**config.mk**
```make
export PLATFORM = sky130hd
export DESIGN_NAME = led_request_priority_select
export DESIGN_NICKNAME = d
export VERILOG_FILES = /design/src/rtl/lrps_pkg.sv /design/src/rtl/lrps_slot_file.sv /design/src/rtl/lrps_recip_mul.sv /design/src/rtl/led_request_priority_select.sv
export SDC_FILE = /design/constraint.sdc
export NUM_CORES = 1
export LEC_CHECK = 0
export BUFFER_PORTS_ARGS = -buffer_cell sky130_fd_sc_hd__buf_2
export CAP_MARGIN = 20
export CORE_ASPECT_RATIO = 1.75
export CORE_MARGIN = 2
export CORE_UTILIZATION = 34
export CTS_CLUSTER_SIZE = 14
export DETAILED_ROUTE_END_ITERATION = 8
export SYNTH_ARGS = -nofsm -noshare
export SYNTH_HDL_FRONTEND = slang
export SYNTH_HIERARCHICAL = 1
export SYNTH_SLANG_ARGS = --single-unit
```
**constraint.sdc**
```tcl
create_clock -name clock -period 7.2 [get_ports clock]
set_input_delay 0.36 -clock clock [delete_from_list [all_inputs] [get_ports clock]]
set_output_delay 0.36 -clock clock [all_outputs]
set_load 0.02 [all_outputs]
```
**src/rtl/lrps_pkg.sv**
```systemverilog
// ----------------------------------------------------------------------------
// LED request priority select package
// Shared types, codes and constants for the LED request priority select block.
// ----------------------------------------------------------------------------
package lrps_pkg;

   // Default number of virtual LED slots
   localparam int SLOTS_DEFAULT = 3;

   // Flash mode codes of a request
   localparam logic [1:0] FLASH_NONE  = 2'd0;
   localparam logic [1:0] FLASH_TIMED = 2'd1;
   localparam logic [1:0] FLASH_HW    = 2'd2;
   localparam logic [1:0] FLASH_BAD   = 2'd3;

   // Color handling
   localparam logic [23:0] WHITE_IN  = 24'hffffff;
   localparam logic [23:0] WHITE_OUT = 24'h80ff80;
   localparam logic [4:0]  MID_LEVEL = 5'd31;

   // Slope scaling: 450/1000 = 9/20 and 50/1000 = 1/20.
   // x/20 is taken as (x * ceil(2^24/20)) >> 24, exact for x below 2^20.
   localparam int          RECIP_SHIFT = 24;
   localparam int          MUL_IN_W    = 20;
   localparam int          MUL_PROD_W  = 40;
   localparam logic [19:0] RECIP_20    = 20'd838861;

   // Drive mode of a slot and of a result
   typedef enum logic [1:0] {
      MODE_OFF    = 2'd0,
      MODE_STEADY = 2'd1,
      MODE_SLOPE  = 2'd2
   } mode_type;

   // Sequencer states
   typedef enum logic [2:0] {
      ST_IDLE,
      ST_WRITE,
      ST_SCAN,
      ST_MUL_SHORT,
      ST_MUL_LONG,
      ST_EMIT
   } state_type;

   // One stored slot request
   typedef struct packed {
      mode_type    mode;
      logic [23:0] color;
      logic [15:0] on_time;
      logic [15:0] off_time;
   } slot_entry_type;

   // Input item
   typedef struct packed {
      logic [1:0]  led_slot;
      logic [23:0] color;
      logic [1:0]  flash_mode;
      logic [15:0] flash_on_ms;
      logic [15:0] flash_off_ms;
   } req_type;

   // Result item
   typedef struct packed {
      logic [1:0]  drive_mode;
      logic [23:0] drive_color;
      logic [14:0] rise_first;
      logic [11:0] rise_second;
      logic [11:0] fall_first;
      logic [14:0] fall_second;
      logic [4:0]  mid_level;
      logic [15:0] dark_time;
      logic        drive_valid;
      logic        error;
   } rsp_type;

endpackage

```
**src/rtl/lrps_slot_file.sv**
```systemverilog
// ----------------------------------------------------------------------------
// LED request slot file
// Holds one request per slot; one write port and one read port for the scan.
// ----------------------------------------------------------------------------
module lrps_slot_file #(
   parameter int SLOTS = lrps_pkg::SLOTS_DEFAULT,
   localparam int IDX_W = $clog2(SLOTS)
) (
   input  logic                     clock,
   input  logic                     reset,
   input  logic                     wr_en,
   input  logic [IDX_W-1:0]         wr_idx,
   input  lrps_pkg::slot_entry_type wr_entry,
   input  logic [IDX_W-1:0]         rd_idx,
   output lrps_pkg::slot_entry_type rd_entry
);

   lrps_pkg::slot_entry_type entry_ff [SLOTS];

   // Clear every slot to off at reset, replace one slot per write
   always_ff @(posedge clock) begin
      if (reset) begin
         for (int i = 0; i < SLOTS; i++) begin
            entry_ff[i] <= '0;
         end
      end else if (wr_en) begin
         entry_ff[wr_idx] <= wr_entry;
      end
   end

   // Read the slot under scan
   assign rd_entry = entry_ff[rd_idx];

endmodule

```
**src/rtl/lrps_recip_mul.sv**
```systemverilog
// ----------------------------------------------------------------------------
// Shared divide-by-twenty unit
// Reciprocal multiply with a registered quotient, used once per slope time.
// ----------------------------------------------------------------------------
module lrps_recip_mul (
   input  logic                          clock,
   input  logic [lrps_pkg::MUL_IN_W-1:0] op,
   output logic [15:0]                   quot
);

   logic [lrps_pkg::MUL_PROD_W-1:0] prod;
   logic [15:0]                     quot_ff;
   logic [15:0]                     quot_in;

   // Multiply by the reciprocal of twenty and keep the integer part
   assign prod    = lrps_pkg::MUL_PROD_W'(op) * lrps_pkg::MUL_PROD_W'(lrps_pkg::RECIP_20);
   assign quot_in = prod[lrps_pkg::RECIP_SHIFT +: 16];

   always_ff @(posedge clock) begin
      quot_ff <= quot_in;
   end

   assign quot = quot_ff;

endmodule

```
**src/rtl/led_request_priority_select.sv**
```systemverilog
// ----------------------------------------------------------------------------
// LED request priority select
// Stores per-slot LED requests and issues the drive setting of the winner.
// ----------------------------------------------------------------------------
// Each request item on the req_ channel rewrites one slot (attention,
// notification, charging) and produces exactly one result item on the rsp_
// channel: the drive setting of the lowest-numbered slot that is lit, or of
// the last slot when all are off, or an error item for a bad slot, or for a
// bad flash mode with a nonzero color. Both channels use valid/ready.
// A result waits on the slot scan, which reads one slot per cycle and stops
// at the winning slot, and on the two slope times, which go one after the
// other through a single multiplier; error items skip both. The block takes
// no new item until the current result has reached the output register.
// The finished result sits in an output register, so req_ready returns while
// it waits; a stalled receiver holds the next result in the final sequencer
// step until the register frees.
// Reset (synchronous, active high) turns every slot off and empties the
// output register.
// ----------------------------------------------------------------------------
module led_request_priority_select #(
   parameter int SLOTS = lrps_pkg::SLOTS_DEFAULT
) (
   input  logic              clock,
   input  logic              reset,
   input  logic              req_valid,
   output logic              req_ready,
   input  lrps_pkg::req_type req_data,
   output logic              rsp_valid,
   input  logic              rsp_ready,
   output lrps_pkg::rsp_type rsp_data
);

   localparam int               IDX_W = $clog2(SLOTS);
   localparam logic [IDX_W-1:0] LAST_IDX = IDX_W'(SLOTS - 1);
   localparam logic [IDX_W+1:0] SLOT_LIMIT = (IDX_W + 2)'(SLOTS);

   lrps_pkg::state_type      state_ff, state_in;
   lrps_pkg::req_type        req_ff;
   lrps_pkg::slot_entry_type pick_ff, pick_in;
   lrps_pkg::slot_entry_type wr_entry, rd_entry;
   lrps_pkg::rsp_type        rsp_ff, rsp_in;
   logic                     rsp_valid_ff, rsp_valid_in;
   logic                     err_ff, err_in;
   logic [IDX_W-1:0]         scan_idx_ff, scan_idx_in;
   logic [11:0]              short_ff, short_in;
   logic [IDX_W+1:0]         slot_wide;
   logic [IDX_W-1:0]         wr_idx;
   logic                     wr_en;
   logic                     rsp_load;
   logic [23:0]              eff_color;
   logic [lrps_pkg::MUL_IN_W-1:0] mul_op;
   logic [lrps_pkg::MUL_IN_W-1:0] on_wide;
   logic [15:0]              quot;

   // Slot index of the held request at the scan width
   assign slot_wide = (IDX_W + 2)'(req_ff.led_slot);
   assign wr_idx    = slot_wide[IDX_W-1:0];
   assign on_wide   = lrps_pkg::MUL_IN_W'(pick_ff.on_time);

   lrps_slot_file #(
      .SLOTS (SLOTS)
   ) u_slot_file (
      .clock    (clock),
      .reset    (reset),
      .wr_en    (wr_en),
      .wr_idx   (wr_idx),
      .wr_entry (wr_entry),
      .rd_idx   (scan_idx_ff),
      .rd_entry (rd_entry)
   );

   lrps_recip_mul u_recip_mul (
      .clock (clock),
      .op    (mul_op),
      .quot  (quot)
   );

   // Sequencer state and control
   always_ff @(posedge clock) begin
      if (reset) begin
         state_ff     <= lrps_pkg::ST_IDLE;
         rsp_valid_ff <= 1'b0;
      end else begin
         state_ff     <= state_in;
         rsp_valid_ff <= rsp_valid_in;
      end
   end

   // Payload registers
   always_ff @(posedge clock) begin
      if (req_valid && req_ready) begin
         req_ff <= req_data;
      end
      err_ff      <= err_in;
      scan_idx_ff <= scan_idx_in;
      pick_ff     <= pick_in;
      short_ff    <= short_in;
      if (rsp_load) begin
         rsp_ff <= rsp_in;
      end
   end

   // Next state, slot update and result assembly
   always_comb begin
      state_in     = state_ff;
      err_in       = err_ff;
      scan_idx_in  = scan_idx_ff;
      pick_in      = pick_ff;
      short_in     = short_ff;
      req_ready    = 1'b0;
      wr_en        = 1'b0;
      wr_entry     = '0;
      mul_op       = '0;
      rsp_load     = 1'b0;
      rsp_in       = '0;
      eff_color    = req_ff.color;
      if (req_ff.led_slot == 2'd0 && req_ff.flash_mode == lrps_pkg::FLASH_NONE) begin
         eff_color = '0;
      end

      unique case (state_ff)
         lrps_pkg::ST_IDLE: begin
            req_ready = 1'b1;
            if (req_valid) begin
               state_in = lrps_pkg::ST_WRITE;
            end
         end
         lrps_pkg::ST_WRITE: begin
            // Rewrite the addressed slot; a bad mode leaves it cleared
            err_in = 1'b0;
            if (slot_wide >= SLOT_LIMIT) begin
               err_in = 1'b1;
            end else begin
               wr_en = 1'b1;
               if (eff_color != '0) begin
                  wr_entry.color = (eff_color == lrps_pkg::WHITE_IN) ?
                                   lrps_pkg::WHITE_OUT : eff_color;
                  priority if (req_ff.flash_mode == lrps_pkg::FLASH_NONE) begin
                     wr_entry.mode = lrps_pkg::MODE_STEADY;
                  end else if (req_ff.flash_mode == lrps_pkg::FLASH_TIMED ||
                               req_ff.flash_mode == lrps_pkg::FLASH_HW) begin
                     wr_entry.mode     = lrps_pkg::MODE_SLOPE;
                     wr_entry.on_time  = req_ff.flash_on_ms;
                     wr_entry.off_time = req_ff.flash_off_ms;
                  end else begin
                     wr_entry = '0;
                     err_in   = 1'b1;
                  end
               end
            end
            scan_idx_in = '0;
            state_in    = err_in ? lrps_pkg::ST_EMIT : lrps_pkg::ST_SCAN;
         end
         lrps_pkg::ST_SCAN: begin
            // Stop at the first lit slot, or at the last slot
            if (rd_entry.mode != lrps_pkg::MODE_OFF || scan_idx_ff == LAST_IDX) begin
               pick_in  = rd_entry;
               state_in = lrps_pkg::ST_MUL_SHORT;
            end else begin
               scan_idx_in = scan_idx_ff + 1'b1;
            end
         end
         lrps_pkg::ST_MUL_SHORT: begin
            // on / 20
            mul_op   = on_wide;
            state_in = lrps_pkg::ST_MUL_LONG;
         end
         lrps_pkg::ST_MUL_LONG: begin
            // 9 * on / 20, and capture the short slope time
            mul_op   = (on_wide << 3) + on_wide;
            short_in = quot[11:0];
            state_in = lrps_pkg::ST_EMIT;
         end
         lrps_pkg::ST_EMIT: begin
            // Keep the long slope time on the multiplier while the result waits
            mul_op = (on_wide << 3) + on_wide;
            // Hand the result to the output register once it is free
            if (err_ff) begin
               rsp_in.error = 1'b1;
            end else begin
               rsp_in.drive_mode  = pick_ff.mode;
               rsp_in.drive_color = pick_ff.color;
               rsp_in.rise_first  = quot[14:0];
               rsp_in.rise_second = short_ff;
               rsp_in.fall_first  = short_ff;
               rsp_in.fall_second = quot[14:0];
               rsp_in.mid_level   = (pick_ff.mode == lrps_pkg::MODE_SLOPE) ?
                                    lrps_pkg::MID_LEVEL : '0;
               rsp_in.dark_time   = pick_ff.off_time;
               rsp_in.drive_valid = 1'b1;
            end
            if (!rsp_valid_ff || rsp_ready) begin
               rsp_load = 1'b1;
               state_in = lrps_pkg::ST_IDLE;
            end
         end
         default: begin
            state_in = lrps_pkg::ST_IDLE;
         end
      endcase
   end

   // Output register occupancy
   always_comb begin
      rsp_valid_in = rsp_valid_ff;
      if (rsp_load) begin
         rsp_valid_in = 1'b1;
      end else if (rsp_ready) begin
         rsp_valid_in = 1'b0;
      end
   end

   assign rsp_valid = rsp_valid_ff;
   assign rsp_data  = rsp_ff;

   // An item never carries both a drive setting and an error
   assert property (@(posedge clock) disable iff (reset)
      rsp_valid |-> !(rsp_data.drive_valid && rsp_data.error))
      else $error("result carries both drive_valid and error");

   // Mid level follows slope mode on every drive setting
   assert property (@(posedge clock) disable iff (reset)
      (rsp_valid && rsp_data.drive_valid) |->
      ((rsp_data.mid_level == lrps_pkg::MID_LEVEL) ==
       (rsp_data.drive_mode == lrps_pkg::MODE_SLOPE)))
      else $error("mid level does not match drive mode");

   // An accepted item starts the slot update next cycle
   assert property (@(posedge clock) disable iff (reset)
      (req_valid && req_ready) |=> (state_ff == lrps_pkg::ST_WRITE))
      else $error("accepted item did not start the slot update");

   // A result is loaded only into a free or draining output register
   assert property (@(posedge clock) disable iff (reset)
      rsp_load |-> (!rsp_valid_ff || rsp_ready))
      else $error("result overwrote a pending item");

endmodule

```
; Word-level counts from Yosys, hierarchy flattened
; Memories as Yosys holds them, arrays and structs flattened. A register that Yosys moved wholly into a read port is not among the register bits.
; Index checks and enable logic that the tools add are counted.
[totals]
register_bits = 228
mem_bits_rw = 174
out_inout_bits = 105
memories = 1
[op_classes]
add_sub_neg = 2
mul = 1
order_cmp = 1
n_eq_ne = 14
mux = 42
bitwise_logic = 1
n_reduce_logical = 19
[memory_table]
columns = name, words, width, read_ports, rd_ports_with_merged_regs, write_ports, line_no
row1 = u_slot_file.entry_ff, 3, 58, 1, 1, 3, lrps_slot_file.sv:18  ; lrps_pkg::slot_entry_type entry_ff [SLOTS];
[op_table]
columns = cell, n
row1 = $mux W58, 4
row2 = $mux W24, 3
row3 = $reduce_or A58 Y1, 1
row4 = $mux W56, 1
row5 = $pmux W20 S2, 1
row6 = $mul A20 B20 Y39 const B, 1
row7 = $mux W32, 1
row8 = $eq A24 B24 Y1 const B, 1
row9 = $reduce_bool A24 Y1, 1
row10 = $add A19 B16 Y20, 1
row11 = $mux W1, 20
row12 = $pmux W3 S6, 1
row13 = $mux W3, 4
row14 = $mux W2, 5
row15 = $ne A2 B2 Y1 const B, 4
row16 = $eq A2 B2 Y1 const B, 3
row17 = $eq A3 B2 Y1 const B, 2
row18 = $eq A3 B3 Y1 const B, 2
row19 = $reduce_bool A2 Y1, 3
row20 = $mux W5, 1
row21 = $logic_not A2 Y1, 2
row22 = $pmux W2 S2, 1
row23 = $reduce_and A2 Y1, 2
row24 = $reduce_or A2 Y1, 2
row25 = 10 further kinds, 13

; Longest topological paths before layout
; Gate-level depths: netlist of run 1.
[depth]
word_depth = 11
mapped_depth = 29
ltp_nobuf = 29

; By module
; Netlist of run 1, hierarchy kept.
[by_module_without_submodules]
columns = module, instances, cells_each, area_per_inst_um2
row1 = lrps_slot_file, 1, 578, 9681.8
row2 = led_request_priority_select, 1, 586, 8700.8
row3 = lrps_recip_mul, 1, 741, 7489.7

; Worst setup path before layout of run 1
; OpenSTA, ideal clock, no wires.
[synth_timing]
kind = reg-to-reg
start = register pick_ff, in the netlist on_wide[3]
end = register u_recip_mul.quot_ff[10], in the netlist u_recip_mul/quot[10]
setup_ns = 0.120
t_arrival_ns = 7.335
required_time_ns = 7.080
slack_ns = -0.254
path_stages_with_launch = 26
path_buffers = 0
synth_period_minus_slack_ns = 7.454
cell_sequence = edfxtp_1 ha_1 fa_1 a211oi_2 nor4_1 o31a_1 or3_1 a32o_1 ha_1 ha_1 fa_1 fa_1 fa_1 fa_1 inv_1 fa_1 inv_1 ha_1 nand4_1 or3_4 or4_1 a21oi_2 nor3_2 o21ai_2 a21oi_2 xnor2_1
[synth_between]
elab_chain_cells = 3
[synth_rtl]
columns = item, line_no
row1 = from (decl), led_request_priority_select.sv:39  ; lrps_pkg::slot_entry_type pick_ff, pick_in;
row2 = from (signal assigned), led_request_priority_select.sv:96  ; pick_ff <= pick_in;
row3 = $add A19 B16 Y20, "led_request_priority_select.sv:170, led_request_priority_select.sv:176"
row4 = $pmux W20 S2, led_request_priority_select.sv:121  ; unique case (state_ff)
row5 = via mul_op (one bit), led_request_priority_select.sv:51  ; logic [lrps_pkg::MUL_IN_W-1:0] mul_op;
row6 = $mul A20 B20 Y39, lrps_recip_mul.sv:16  ; assign prod = lrps_pkg::MUL_PROD_W'(op) * lrps_pkg::MUL_PROD_W'(lrps_pkg::RECIP_20);
row7 = via u_recip_mul.prod (one bit), lrps_recip_mul.sv:11  ; logic [lrps_pkg::MUL_PROD_W-1:0] prod;
row8 = to (signal assigned), lrps_recip_mul.sv:20  ; quot_ff <= quot_in;
row9 = to (decl), lrps_recip_mul.sv:12  ; logic [15:0] quot_ff;
; The timed path passes the listed nets, and every way through them passes these cells.
; A chain may end at the register's enable or synchronous reset.

; Worst setup path after layout of run 1
[layout_timing]
start = register pick_ff, in the netlist on_wide[0]
end = register u_recip_mul.quot_ff[14], in the netlist u_recip_mul/quot[14]
; The elaborated chain is that of the path after synthesis.

==> results of run 1 <==
-- worst register-to-register path, cell delays in order, from the launching register on --
cell                       delay, ps
sky130_fd_sc_hd__edfxtp_1        400
sky130_fd_sc_hd__ha_2            220
sky130_fd_sc_hd__fa_2            380
sky130_fd_sc_hd__a211oi_4        310
sky130_fd_sc_hd__nor4_4           90
sky130_fd_sc_hd__o31a_1          330
sky130_fd_sc_hd__or4b_4          520
sky130_fd_sc_hd__nand3_4         130
sky130_fd_sc_hd__ha_4            220
sky130_fd_sc_hd__fa_1            490
sky130_fd_sc_hd__ha_4            290
sky130_fd_sc_hd__inv_2            30
sky130_fd_sc_hd__fa_1            510
sky130_fd_sc_hd__inv_2            50
sky130_fd_sc_hd__fa_2            460
sky130_fd_sc_hd__fa_1            490
sky130_fd_sc_hd__inv_1            50
sky130_fd_sc_hd__fa_1            500
sky130_fd_sc_hd__inv_2            50
sky130_fd_sc_hd__ha_4            260
sky130_fd_sc_hd__nand4_1         110
sky130_fd_sc_hd__or3_4           360
sky130_fd_sc_hd__or4_4           550
sky130_fd_sc_hd__a21oi_4         150
sky130_fd_sc_hd__nor3_4           80
sky130_fd_sc_hd__o21ai_2         190
sky130_fd_sc_hd__a21oi_1         100
sky130_fd_sc_hd__xnor2_1         120
-- how the worst max path moves through the flow --
stage / from / end / slack (ps) / cells past startpoint
after CTS: on_wide[0] / u_recip_mul/quot[14] / -330 / 27
after global placement: on_wide[0] / u_recip_mul/quot[14] / -290 / 28
after global routing: on_wide[0] / u_recip_mul/quot[14] / -480 / 25
final: on_wide[0] / u_recip_mul/quot[14] / -350 / 27
after floorplan: on_wide[3] / u_recip_mul/quot[14] / -9 / 27
after detailed placement: on_wide[0] / u_recip_mul/quot[14] / -400 / 27
-- routing by layer --
metal,vias to the layer above,wire (um)
li1,7350,-
met4,0,3829
met2,398,36300
met1,8059,22780
met3,145,1898
met5,-,0
-- flip-flops by register name, summed over array words and instances, names as in the netlist --
register	count
wr_idx	2
short_ff	12
pick_ff	42
state_ff	3
u_recip_mul/quot	15
rsp_valid	1
err_ff	1
rsp_data	72
on_wide	16
scan_idx_ff	2
req_ff	58
u_slot_file/entry_ff	232
-- layout make-up --
class | instances | share of cell area [%]
Antenna cell | 2 | 0.01615
Clock buffer | 55 | 3.618
Clock inverter | 19 | 0.6016
Inverter | 202 | 2.447
Multi-Input combinational cell | 1135 | 37.00
Sequential cell | 456 | 43.58
Tap cell | 1012 | 4.086
Timing Repair Buffer | 391 | 8.653
-- power groups by stage --
stage | clock (mW) | combinational (mW) | sequential [mW]
after floorplan | 0 | 1.58 | 3.29
after global placement | 0 | 2.44 | 3.28
after detailed placement | 0 | 2.49 | 3.29
after CTS | 2.24 | 2.55 | 3.23
after global routing | 2.33 | 2.90 | 3.25
final | 2.18 | 2.60 | 3.23
-- timing repair --
item	4_1_cts	5_1_grt
hold buffers	57	0
pin swaps	7	17
setup buffers	4	6
endpoints found under the hold margin	57	0
setup endpoints to repair	13	15
resized for setup	23	52
==> reports/qor.csv, run 1 <==
stage;metric;value;unit
layout;post-synthesis to final-layout area growth;20.27;%
layout;area used by sequential logic in the layout;0.01350;sq mm
clock_network;H-tree depth;2;
sta;Max Fclk;132.4;MHz
sta;slew at the pin closest to its max-slew limit;976.4;ps
die;row count;133;
layout;fraction of final layout cells with drive strength greater than 1;24.45;%
clock_network;Worst-Skew Late Latency;600;ps
global_route;met3 Resource Use GR;1.638;%
yosys;count of yosys warnings during synthesis;6;
clock_network;clock slew at reported path FFs;60;ps
critical_path;nature of the critical path endpoint;flop;
critical_path;minimum setup slack among reg-to-reg paths;-350;ps
critical_path;Critical R2R Capture;u_recip_mul/quot[14];
critical_path;kind of start point of the critical path;flop;
global_route;number of antenna violations at the first check in global routing;1;
layout;area of the multi-input gates;0.01147;sq mm
power;combinational cell fraction of total power;32.5;%
status;status;finished, violations left;
placed_design;routability congestion estimate;0.9313;
yosys;count of mapped cells out of synthesis;1893;
placed_design;Detail Placement HPWL;47120;um
clock_network;Bufs on Longest Clock Path;3;
critical_path;Buf+Inv Stages, Crit Path;4;
status;violations in the final reports;setup timing;
sta;worst clock skew on the final layout;19.15;ps
placed_design;number of placed instances with taps included;3129;
layout;leading cell types in the layout, fill and taps excluded;sky130_fd_sc_hd__edfxtp_1, sky130_fd_sc_hd__nor2_1, sky130_fd_sc_hd__ha_1;
placed_design;number of buffer cells added on primary ports;168;
power;fraction of power consumed by the clock network;27.2;%
critical_path;worst endpoint data arrival time;8040;ps
die;Starting Density;34.33;%
sta;number of failing hold endpoints at the final stage;0;
flow_run;max capacitance violation total;0;
global_route;GRT busiest layer;met2;
power;Flop pwr share;40.3;%
critical_path;most common cell type on the critical path;sky130_fd_sc_hd__fa_1;
critical_path;biggest cell delay along the critical path;550;ps
power;switching power summed over all nets;2.551;mW
placed_design;worst slack at placement;-396.4;ps
clock_network;sinks on the clock net;456;
power;power density over the cells;258.6;mW/mm^2
power;peak supply drop;0.1937;mV
worst_hold_path;hold crit path type;in2reg;
detailed_routing;count of routing violations after the opening detailed-route iteration;741;
worst_hold_path;hold depth;1;
critical_path;Critical Setup Path Class;reg2reg;
global_route;pin count of the biggest net entering global routing;71;
sta;final worst path period need;7554;ps
detailed_routing;drt drc;0;
layout;final core utilization;41.29;%
yosys;synthesized area divided by synthesized cell count;13.61;sq um
die;horizontal die dimension;212.1;um
die;area enclosed by the die boundary;0.07808;sq mm
detailed_routing;first-pass iteration count of the detailed router;5;
critical_path;cell family contributing the most delay on the critical path;adder cells;
clock_network;clock buffers created by TritonCTS;43;
detailed_routing;antenna viol nets, final;0;
power;internal portion of total power;5.461;mW
layout;fillers;6961;
sta;worst slew margin relative to its limit;34.73;%
sta;setup TNS;-1829;ps
clock_network;clock tree from TritonCTS;built;
detailed_routing;via count;15950;
sta;max-slew violations;0;
critical_path;CP Data Required Time;7690;ps
critical_path;maximum fanout along the worst path;5;
layout;leading cell type in the layout, fill and taps excluded;sky130_fd_sc_hd__edfxtp_1;
detailed_routing;routed wirelength normalized by instance count;19.81;um
die;number of I/O pins;169;
sta;final setup fails;11;
yosys;cell area after technology mapping;0.02576;sq mm
global_route;global-route congestion overflow total;0;
power;leak pwr;12.78;nW
global_route;overall routing resource usage;16.75;%
power;sw frac;31.84;%
worst_hold_path;worst min-delay path endpoint;req_ff[31];
layout;nets;2642;
global_route;met1 routing resource usage after global routing;16.83;%
critical_path;reg-to-reg startpoint;on_wide[0];
sta;unrepaired setup endpoints after global routing;yes;
global_route;global-route wire length before repair;98520;um
detailed_routing;Via density;4.875;
global_route;met2 Usage GRT;32.80;%
critical_path;crit path max-delay cell type;sky130_fd_sc_hd__or4_4;
layout;final standard cell count with taps included and fillers excluded;3272;
power;total power;8.012;mW
detailed_routing;final wirelength;64800;um
layout;post-route cell area;0.03099;sq mm
global_route;number of global-route vias before repair;17460;
sta;Period Utilization, post-route;104.9;%
sta;worst hold slack;53.42;ps
sta;Final Worst Setup Slack;-354.3;ps
worst_hold_path;launch point of the worst hold path;req_data[31];
clock_network;clock root buffer;sky130_fd_sc_hd__clkbuf_16;
die;vertical die dimension;368.2;um
die;Std-Cell Core Area;0.07505;sq mm
critical_path;number of cells on the worst reg-to-reg path;27;
yosys;number of nets in the synthesized netlist;2306;
placed_design;Placement Cell Area;0.02866;sq mm
Power figures use the tool's default switching activity.
==> run 2, diff against run 1 <==
==> constraint.sdc (replaced) <==
create_clock -name clock -period 7.5 [get_ports clock]
set_input_delay 0.375 -clock clock [delete_from_list [all_inputs] [get_ports clock]]
set_output_delay 0.375 -clock clock [all_outputs]
set_load 0.02 [all_outputs]
==> run 2 against run 1 <==
Compared with the run above:
- the run still ends with setup timing left
- non-clock buffer count is 36 lower
- largest power group unchanged
- final cell count is 1.3% lower
- combinational power is 9.2% lower
==> reports/qor.csv, run 2 (synthesis results as in run 1) <==
stage;metric;value;unit;change
power;leak pwr;12.52;nW;-2.0%
clock_network;clock slew at reported path FFs;60;ps;about the same
sta;slew at the pin closest to its max-slew limit;1164;ps;+187.8 ps
placed_design;number of buffer cells added on primary ports;168;;unchanged
placed_design;worst slack at placement;-376.6;ps;+19.81 ps
critical_path;Buf+Inv Stages, Crit Path;5;;+1
power;peak supply drop;0.1935;mV;-0.12%
die;Starting Density;34.33;%;unchanged
sta;unrepaired setup endpoints after global routing;yes;;
clock_network;Worst-Skew Late Latency;610;ps;about the same
global_route;number of global-route vias before repair;17150;;-1.8%
detailed_routing;via count;15730;;-1.4%
layout;number of flip-flops in the largest register;232;;unchanged
layout;post-synthesis to final-layout area growth;18.21;%;
global_route;global-route congestion overflow total;0;;unchanged
sta;worst clock skew on the final layout;30.71;ps;+11.56 ps
critical_path;Critical Setup Path Class;reg2reg;;
detailed_routing;Via density;4.873;;about the same
worst_hold_path;hold crit path type;in2reg;;
layout;fraction of final layout cells with drive strength greater than 1;21.57;%;-2.9 points
critical_path;nature of the critical path endpoint;flop;;
layout;nets;2605;;-1.4%
die;row count;133;;unchanged
die;number of I/O pins;169;;unchanged
clock_network;clock buffers created by TritonCTS;42;;-2.3%
die;horizontal die dimension;212.1;um;unchanged
critical_path;kind of start point of the critical path;flop;;
detailed_routing;count of routing violations after the opening detailed-route iteration;864;;+17%
clock_network;sinks on the clock net;456;;unchanged
critical_path;cell family contributing the most delay on the critical path;adder cells;;
sta;max-slew violations;0;;unchanged
sta;number of failing hold endpoints at the final stage;0;;unchanged
layout;leading cell types in the layout, fill and taps excluded;sky130_fd_sc_hd__edfxtp_1, sky130_fd_sc_hd__ha_1, sky130_fd_sc_hd__nor2_1;;
layout;register with the highest flop count;u_slot_file/entry_ff;;
clock_network;clock root buffer;sky130_fd_sc_hd__clkbuf_16;;
detailed_routing;antenna viol nets, final;0;;unchanged
layout;count of antenna diodes in the layout;0;;-2
clock_network;clock tree from TritonCTS;built;;
sta;final setup fails;1;;-10
global_route;pin count of the biggest net entering global routing;68;;-4.2%
sta;Period Utilization, post-route;100.2;%;-4.7 points
clock_network;H-tree depth;2;;unchanged
die;area enclosed by the die boundary;0.07808;sq mm;unchanged
global_route;global-route wire length before repair;98590;um;about the same
critical_path;maximum fanout along the worst path;4;;-1
critical_path;biggest cell delay along the critical path;530;ps;-20 ps
detailed_routing;routed wirelength normalized by instance count;20.11;um;+1.5%
critical_path;crit path max-delay cell type;sky130_fd_sc_hd__or4b_4;;
detailed_routing;drt drc;0;;unchanged
power;total power;7.532;mW;-6.0%
layout;leading cell type in the layout, fill and taps excluded;sky130_fd_sc_hd__edfxtp_1;;
sta;Final Worst Setup Slack;-13.61;ps;+340.7 ps
flow_run;max capacitance violation total;0;;unchanged
sta;Max Fclk;133.1;MHz;+0.54%
critical_path;most common cell type on the critical path;sky130_fd_sc_hd__fa_1;;
critical_path;CP Data Required Time;8020;ps;+330 ps
sta;worst slew margin relative to its limit;21.57;%;-13 points
global_route;overall routing resource usage;16.78;%;+0.028 points
detailed_routing;final wirelength;64900;um;+0.15%
placed_design;Detail Placement HPWL;46790;um;-0.70%
status;violations in the final reports;setup timing;;
power;power density over the cells;247.3;mW/mm^2;-4.4%
die;vertical die dimension;368.2;um;unchanged
placed_design;routability congestion estimate;0.8974;;-3.6%
critical_path;worst endpoint data arrival time;8040;ps;about the same
global_route;number of antenna violations at the first check in global routing;2;;+1
die;Std-Cell Core Area;0.07505;sq mm;unchanged
clock_network;Bufs on Longest Clock Path;3;;unchanged
detailed_routing;first-pass iteration count of the detailed router;5;;unchanged
sta;final worst path period need;7514;ps;-40.73 ps
status;status;finished, violations left;;
[run 2: worst register-to-register path, delay by kind of cell (launching register included)]
kind / cells / cell delay [ps]
AO/OA/AOI/OAI: 4 / 1030
adder cells (fa/ha/maj): 10 / 3770
XOR/XNOR: 1 / 130
AND/OR/NAND/NOR: 7 / 1770
flip-flops: 1 / 440
buffers and inverters: 5 / 330
[run 2: per-layer routing]
| layer | GRT usage (%) | part of all wire [%] | vias up | routed length, um |
|---|---|---|---|---|
| met5 | 0 | 0 | - | 0 |
| met3 | 1.663 | 3.0 | 122 | 1976 |
| li1 | - | - | 7269 | - |
| met1 | 17.22 | 35 | 7987 | 22590 |
| met4 | 8.342 | 4.8 | 0 | 3124 |
| met2 | 33.03 | 57 | 353 | 37210 |
[run 2: final cells by class]
| type | instances | area (sq um) |
|---|---|---|
| multi-input cells | 1135 | 11250 |
| repair buffers | 355 | 2406 |
| flip-flops and latches | 456 | 13500 |
| fillers | 7037 | 44590 |
| inverters | 202 | 758.2 |
| well taps | 1012 | 1266 |
| clock inverters | 15 | 168.9 |
| clock buffers | 53 | 1102 |
[run 2: stage by stage]
| step | cells | setup TNS, ps | hold slack (ps) | area (sq um) | utilization (%) |
|---|---|---|---|---|---|
| 4_1_cts | 3223 | -362.7 | 31.26 | 30320 | 40.39 |
| 3_5_place_dp | 3090 | -2556 | 408.7 | 28220 | 37.61 |
| 6_report | 3228 | -13.61 | 52.47 | 30460 | 40.58 |
| 3_3_place_gp | 3089 | -1493 | 406.4 | 28220 | 37.60 |
| 2_1_floorplan | 1893 | 0 | 400.0 | 25760 | - |
| 5_1_grt | 3228 | -832.3 | 56.72 | 30460 | 40.58 |
[run 2: final timing paths]
path	cells past startpoint	to	slack, ps	startpoint
setup / recovery	27	u_recip_mul/quot[13]	-10	on_wide[3]
hold / removal	1	req_ff[30]	50	req_data[30]
setup reg to reg	27	u_recip_mul/quot[13]	-10	on_wide[3]
hold reg to reg	0	short_ff[3]	420	u_recip_mul/quot[3]
[run 2: power breakdown]
group	leakage, nW	switching [mW]	total, mW	internal [mW]
combinational	7.61	1.37	2.36	0.984
clock	0.617	0.926	2.07	1.14
sequential	4.30	0.0804	3.11	3.03
[run 2: what timing repair did]
action	4_1_cts	5_1_grt
gates resized for setup	33	16
pin swaps	20	15
setup buffers	7	4
hold buffers	58	0
hold endpoints to repair	58	0
endpoints found under the setup margin	13	14
